$ cat src/rtl/sts_pkg.sv
// Shared types and constants of the sorted table range search block.
package sts_pkg;

    localparam int DEPTH_DEF      = 256;
    localparam int VALUE_BITS_DEF = 32;
    localparam int KEY_BITS       = 32;
    localparam int INDEX_BITS     = 8;
    localparam int COUNT_BITS     = 9;

    localparam logic OP_LOAD  = 1'b0;
    localparam logic OP_QUERY = 1'b1;

    typedef struct packed {
        logic                        operation;
        logic [INDEX_BITS-1:0]       load_index;
        logic signed [KEY_BITS-1:0]  load_value;
        logic signed [KEY_BITS-1:0]  key_low;
        logic signed [KEY_BITS-1:0]  key_high;
    } sts_in_t;

    typedef struct packed {
        logic                  first_found;
        logic [INDEX_BITS-1:0] first_index;
        logic                  last_found;
        logic [INDEX_BITS-1:0] last_index;
    } sts_out_t;

    // Status of the shared probe unit
    typedef struct packed {
        logic active;   // search window still holds entries
        logic go_left;  // key sorts before the probed entry, or at it when not strict
    } sts_probe_t;

endpackage

$ cat src/rtl/sts_probe.sv
// Shared probe unit: window midpoint, signed key compare and window step.
module sts_probe
    import sts_pkg::*;
#(
    parameter int DEPTH = DEPTH_DEF,
    parameter int CW    = KEY_BITS,
    localparam int AW   = (DEPTH > 1) ? $clog2(DEPTH) : 1,
    localparam int NW   = AW + 1
) (
    input  logic [NW-1:0]        lo,
    input  logic [NW-1:0]        hi,
    input  logic [AW-1:0]        idx,
    input  logic signed [CW-1:0] key,
    input  logic signed [CW-1:0] ent,
    input  logic                 strict,
    output logic [AW-1:0]        mid,
    output logic [NW-1:0]        idx_inc,
    output sts_probe_t           st
);

    logic [NW:0] sum;

    assign sum        = {1'b0, lo} + {1'b0, hi};
    assign mid        = sum[AW:1];
    assign idx_inc    = NW'(idx) + NW'(1);
    assign st.active  = (lo < hi);
    assign st.go_left = strict ? (key < ent) : (key <= ent);

endmodule

$ cat config.mk
export PLATFORM = sky130hd
export DESIGN_NAME = sts_probe
export DESIGN_NICKNAME = d
export VERILOG_FILES = /design/src/rtl/sts_pkg.sv /design/src/rtl/sts_probe.sv
export SDC_FILE = /design/constraint.sdc
export NUM_CORES = 1
export LEC_CHECK = 0
export ABC_CLOCK_PERIOD_IN_PS = 1900
export BUFFER_PORTS_ARGS = -buffer_cell sky130_fd_sc_hd__buf_2
export CORE_MARGIN = 2
export CORE_UTILIZATION = 39
export DETAILED_ROUTE_END_ITERATION = 8
export GPL_ROUTABILITY_DRIVEN = 0
export PLACE_DENSITY = 0.81
export SLEW_MARGIN = 10
export SYNTH_ARGS = -nofsm -noshare
export SYNTH_HDL_FRONTEND = slang
export SYNTH_SLANG_ARGS = --single-unit
$ cat constraint.sdc
create_clock -name vclk -period 1.9
set_clock_uncertainty 0.15 [all_clocks]
set_input_delay 0.19 -clock vclk [all_inputs]
set_output_delay 0.19 -clock vclk [all_outputs]
set_load 0.01 [all_outputs]
==> results.md, run 1 <==
- Width of the die: 65.27 µm
- Crit path launch type: primary input
- Critical path's largest stage delay: 430 ps
- Rows: 22
- Setup TNS: -561.2 ps
- Ports: 110
- Synth cell types: 35
- WL/cell: 11.53 µm
- Pin count of the biggest net entering global routing: 10
- Diodes inserted: 0
- Biggest area consumer among synthesized cells: ha_1
- Syn Area/Cell: 7.283 µm²
- Hold Crit Start: idx[0]
- Hold Path Stages: 3
- Die ar.: 0.004260 mm²
- Tcrit/Tclk final: 118.3%
- Ranking of synthesized cells by area: ha_1, inv_1, a21oi_1, xnor2_1, nand2_1
- Max-cap violations: 0
- Origin of the worst setup path: ent[1]
- Fmax: 444.9 MHz
- Layout cells sized above 1: 53.96%
- Number of global-route vias before repair: 1,763
- Worst setup EP type: output pin
- Mapped Cells: 201
- PwrDens: 248.0 mW/mm²
- Critical Path AT: 1910 ps
- Final worst slack: -347.9 ps
- GRT Util Overall: 19.35%
- Top cell family by delay on the critical path: compound AO/OA/AOI/OAI gates
- Max Slew Vio Count: 0
- CP Class: primary input to output pin
- Antenna Nets Post-Route: 0
- Post-synth top area share: 41.03%
- Design Power: 650.1 µW
- Crit path max fanout: 2
- Dpl ws: -470.5 ps
- HP Class: primary input to output pin
- Initial DRC count: 56
- Dpl hpwl: 3712 µm
- RSZ-0062 raised after global routing: true
- Final nets: 470
- Failing checks: negative setup slack
- Synthesis warning total: 0
- Final min period: 2248 ps
- Crit-path cells: buf_2, inv_2, ha_4, nor2b_1, o211ai_1, a2111o_1, a31oi_1, a2111oi_2, mux2_2, buf_6
- GRT overflow: 0
- Least-Margin Pin Slew: 347.9 ps
- Clkbuf count: 0
- Worst ir drop on vdd: 0.1871 mV
- Data required, critical path: 1560 ps
- P&R area growth vs syn: 79.06%
- Total Routed Length: 4336 µm
- Initial Utilization: 40.29%
- Core Util, Final: 72.14%
- Critical path depth: 10
- Top-count cell post-synth: ha_1
- Reg area: 0 µm²
- Sequential cell count: 0
- Register area share after synthesis: 0%
- Die height: 65.27 µm
- Synthesized cell area: 0.001464 mm²
- Post-synth top cells: ha_1, inv_1, a21oi_1
- P_leak: 1.396 nW
- Max_slew headroom: 76.76%
- DRC: 0
- Final Hold Fails: 0
- Hold_buf cts: 0
- Initial antenna violation count: 0
- Outcome: finished with violations
- Final setup viols: 3
- WP buf/inv: 3
- Total number of vias: 1,843
- Crit-path slowest cell: a2111o_1
- Port-buffer cells: 110
- Syn Nets: 341
- Global-route wire length before repair: 6858 µm
- Vias per cell: 4.902
- Core area: 0.003633 mm²
- Pre-Repair DR Iteration Count: 5
## routing by layer
metal | GRT usage, % | vias to the layer above | share of wire [%] | wire, µm
li1 | - | 954 | - | -
met1 | 22.36 | 820 | 39 | 1685
met2 | 39.16 | 63 | 55 | 2373
met3 | 1.027 | 6 | 5.2 | 224
met4 | 2.865 | 0 | 1.2 | 53
met5 | 0 | - | 0 | 0
## layout make-up
type,count,area (µm²)
Multi-Input combinational cell,153,1584
Inverter,47,203.9
Tap cell,48,60.06
Timing Repair Buffer,128,773.2
Fill cell,282,1012
## worst paths after layout
check	slack (ps)	end
min	500	idx_inc[0]
max	-350	st[0]
## power breakdown
part | leakage [nW] | internal, mW | total (mW) | switching [mW]
sequential | 0 | 0 | 0 | 0
clock | 0 | 0 | 0 | 0
combinational | 1.40 | 0.345 | 0.650 | 0.305
total | 1.40 | 0.345 | 0.650 | 0.305
## placed cells by master, fill, tap and decap left out, types with 2 or more instances in the layout
| cell type | n |
|---|---|
| a2111oi_2 | 2 |
| a211oi_2 | 3 |
| a21o_1 | 5 |
| a21oi_1 | 11 |
| a21oi_2 | 5 |
| a31oi_1 | 2 |
| and3_1 | 2 |
| buf_2 | 99 |
| buf_4 | 16 |
| buf_6 | 10 |
| buf_8 | 3 |
| ha_1 | 29 |
| ha_4 | 19 |
| inv_1 | 34 |
| inv_2 | 8 |
| inv_4 | 3 |
| nand2_1 | 13 |
| nand2b_1 | 2 |
| nand3_1 | 3 |
| nand4_1 | 7 |
| nor2_1 | 7 |
| nor2b_1 | 2 |
| nor3_1 | 2 |
| nor3b_1 | 2 |
| o211ai_1 | 2 |
| o21ai_0 | 2 |
| o21ai_1 | 4 |
| o21bai_1 | 2 |
| xnor2_1 | 8 |
| xor2_1 | 4 |
## per-stage QoR
| step | hold WS, ps | std cells | cell area [µm²] |
|---|---|---|---|
| final | 504.2 | 376 | 2621 |
| after global routing | 513.8 | 376 | 2621 |
| after CTS | 500.8 | 375 | 2577 |
| after detailed placement | 499.1 | 373 | 2300 |
| after global placement | 497.5 | 373 | 2300 |
| after floorplan | 273.5 | 201 | 1580 |
## what timing repair did
item	in CTS	in global routing
gates resized for setup	55	8
pin swaps	31	14
endpoints found under the setup margin	4	5
cloned	0	0
buffers inserted	2	1
hold endpoints to repair	0	0
## cell families (layout without fill, tap and decap cells)
logic type	Yosys count	in the layout	synth area share, %
adder cells (fa/ha/maj)	49	49	42.39
AND/OR/NAND/NOR	45	45	15.21
multiplexers	1	1	0.7692
AO/OA/AOI/OAI	46	46	22.14
XOR/XNOR	12	12	7.179
buffers and inverters	48	175	12.31
No activity file was read; power rests on OpenSTA's default activity.
==> inputs of run 2 (changes only) <==
--- a/config.mk
+++ b/config.mk
@@ -14,2 +14,4 @@
 export PLACE_DENSITY = 0.81
+export REMOVE_ABC_BUFFERS = 1
+export SETUP_SLACK_MARGIN = 0.15
 export SLEW_MARGIN = 10
--- a/constraint.sdc
+++ b/constraint.sdc
@@ -4,2 +4,2 @@
 set_output_delay 0.19 -clock vclk [all_outputs]
-set_load 0.01 [all_outputs]
+set_load 0.005 [all_outputs]
==> results.md, run 2 (synthesis results as in run 1) <==
- Data required, critical path: 1560 ps (about the same)
- Clkbuf count: 0 (unchanged)
- WP buf/inv: 3 (unchanged)
- P_leak: 1.455 nW (was 1.396 nW)
- Ports: 110 (unchanged)
- Placed cells: 377 (was 373)
- Initial antenna violation count: 0 (unchanged)
- Crit path max fanout: 3 (was 2)
- Diodes inserted: 0 (unchanged)
- Max Slew Vio Count: 0 (unchanged)
- Dpl hpwl: 3619 µm (was 3712 µm)
- Final setup viols: 4 (was 3)
- Reg area: 0 µm² (unchanged)
- Int Pwr: 371.3 µW (was 345.3 µW)
- Final worst slack: -382.1 ps (was -347.9 ps)
- Commonest non-fill, non-tap cell in the layout: buf_2 (unchanged)
- Rows: 22 (unchanged)
- Failing checks: negative setup slack (unchanged)
- Commonest cells after routing, fill and taps aside: buf_2, inv_1, ha_1 (unchanged)
- Initial DRC count: 37 (was 56)
- Core area: 0.003633 mm² (unchanged)
- Final Hold Fails: 0 (unchanged)
- Worst setup EP type: output pin (unchanged)
- PwrDens: 246.5 mW/mm² (was 248.0 mW/mm²)
- Pre-Repair DR Iteration Count: 4 (was 5)
- RSZ-0062 raised after global routing: true (unchanged)
- Least-Margin Pin Slew: 466.3 ps (was 347.9 ps)
- Placed instance area: 0.002213 mm² (was 0.002300 mm²)
- P&R area growth vs syn: 83.68% (was 79.06%)
- Max-cap violations: 0 (unchanged)
- Max_slew headroom: 68.91% (was 76.76%)
- CP Class: primary input to output pin (unchanged)
- DRC: 0 (unchanged)
- Die height: 65.27 µm (unchanged)
- Global-route wire length before repair: 7417 µm (was 6858 µm)
- Final min period: 2282 ps (was 2248 ps)
- Width of the die: 65.27 µm (unchanged)
- Crit path launch type: primary input (unchanged)
- Total number of vias: 1,902 (was 1,843)
- Pin count of the biggest net entering global routing: 10 (unchanged)
- Layout cells sized above 1: 53.59% (was 53.96%)
- Final Cell Area: 0.002689 mm² (was 0.002621 mm²)
- Number of global-route vias before repair: 1,861 (was 1,763)
- Port-buffer cells: 110 (unchanged)
- GRT Util Overall: 21.10% (was 19.35%)
- Crit-path slowest cell: a2111o_1 (unchanged)
- Critical Path AT: 1940 ps (was 1910 ps)
- Combinational share of power: 100.0% (about the same)
- Setup TNS: -612.1 ps (was -561.2 ps)
- HP Class: primary input to output pin (unchanged)
- Top cell family by delay on the critical path: compound AO/OA/AOI/OAI gates (unchanged)
- Layout Cells excl Fill: 382 (was 376)
- Crit-path cells: buf_6, ha_4, nand4_1, buf_4, a2111o_1, a31oi_1, a2111oi_2, mux2_1, buf_2 (was buf_2, inv_2, ha_4, nor2b_1, o211ai_1, a2111o_1, a31oi_1, a2111oi_2, mux2_2, buf_6)
- Sequential cell count: 0 (unchanged)
- Final nets: 476 (was 470)
- Antenna Nets Post-Route: 0 (unchanged)
- Clock share of power: 0% (about the same)
- Vias per cell: 4.979 (was 4.902)
- GRT overflow: 0 (unchanged)
- Flop pwr share: 0% (about the same)
- Worst ir drop on vdd: 0.1543 mV (was 0.1871 mV)
- WL/cell: 12.47 µm (was 11.53 µm)
- Die ar.: 0.004260 mm² (unchanged)
- Fmax: 438.2 MHz (was 444.9 MHz)
- Psw: 291.5 µW (was 304.8 µW)
- Initial Utilization: 40.29% (unchanged)
- Tcrit/Tclk final: 120.1% (was 118.3%)
- Core Util, Final: 74.00% (was 72.14%)
- Fillers: 294 (was 282)
- Critical path's largest stage delay: 370 ps (was 430 ps)
- Outcome: finished with violations (unchanged)
- Total Routed Length: 4765 µm (was 4336 µm)
- Switch share: 43.97% (was 46.89%)
run 2: changes by cell type in the layout (fill, tap and decap cells not counted), moves of 2 or more:
cell	change
buf_2	-5
ha_1	+2
inv_1	+4
inv_2	-3
ha_4	-3
xnor2_1	-2
buf_6	+11
xnor2_2	+2
run 2: timing repair:
action / CTS / global route
gates resized for setup: 73 / 10
hold buffers: 0 / 0
pin swaps: 37 / 12
setup buffers: 4 / 1
setup endpoints to repair: 7 / 7
run 2: path summary, 6_finish.rpt:
check	startpoint	to	slack [ps]	depth (start not counted)
setup / recovery	key[15]	st[0]	-380	9
hold / removal	idx[0]	idx_inc[0]	490	3
run 2: area by class of cell:
type / count / area [µm²] / share of cell area [%]
Inverter: 47 / 188.9 / 7.027
Timing Repair Buffer: 134 / 864.6 / 32.15
Tap cell: 48 / 60.06 / 2.234
Multi-Input combinational cell: 153 / 1575 / 58.59
run 2: power by group through the flow:
stage          Combinational [mW]  Clock, mW  Sequential [mW]
4_1_cts                     0.623          0                0
5_1_grt                     0.731          0                0
2_1_floorplan               0.264          0                0
3_3_place_gp                0.492          0                0
6_report                    0.663          0                0
3_5_place_dp                0.510          0                0
run 2: through the flow:
stage	hold WS (ps)	total power [mW]	worst slack [ps]
floorplan	256.5	0.2637	-161.9
global placement	484.4	0.4925	-440.9
detailed placement	488.0	0.5104	-504.2
CTS	487.8	0.6231	-356.2
global route	500.4	0.7312	-462.6
finish	486.3	0.6628	-382.1
run 2: metal layers:
layer	routed length (µm)	vias up	GRT usage (%)
li1	-	967	-
met1	1798	846	21.61
met2	2529	73	44.90
met3	301	16	2.055
met4	136	0	4.167
met5	0	-	0
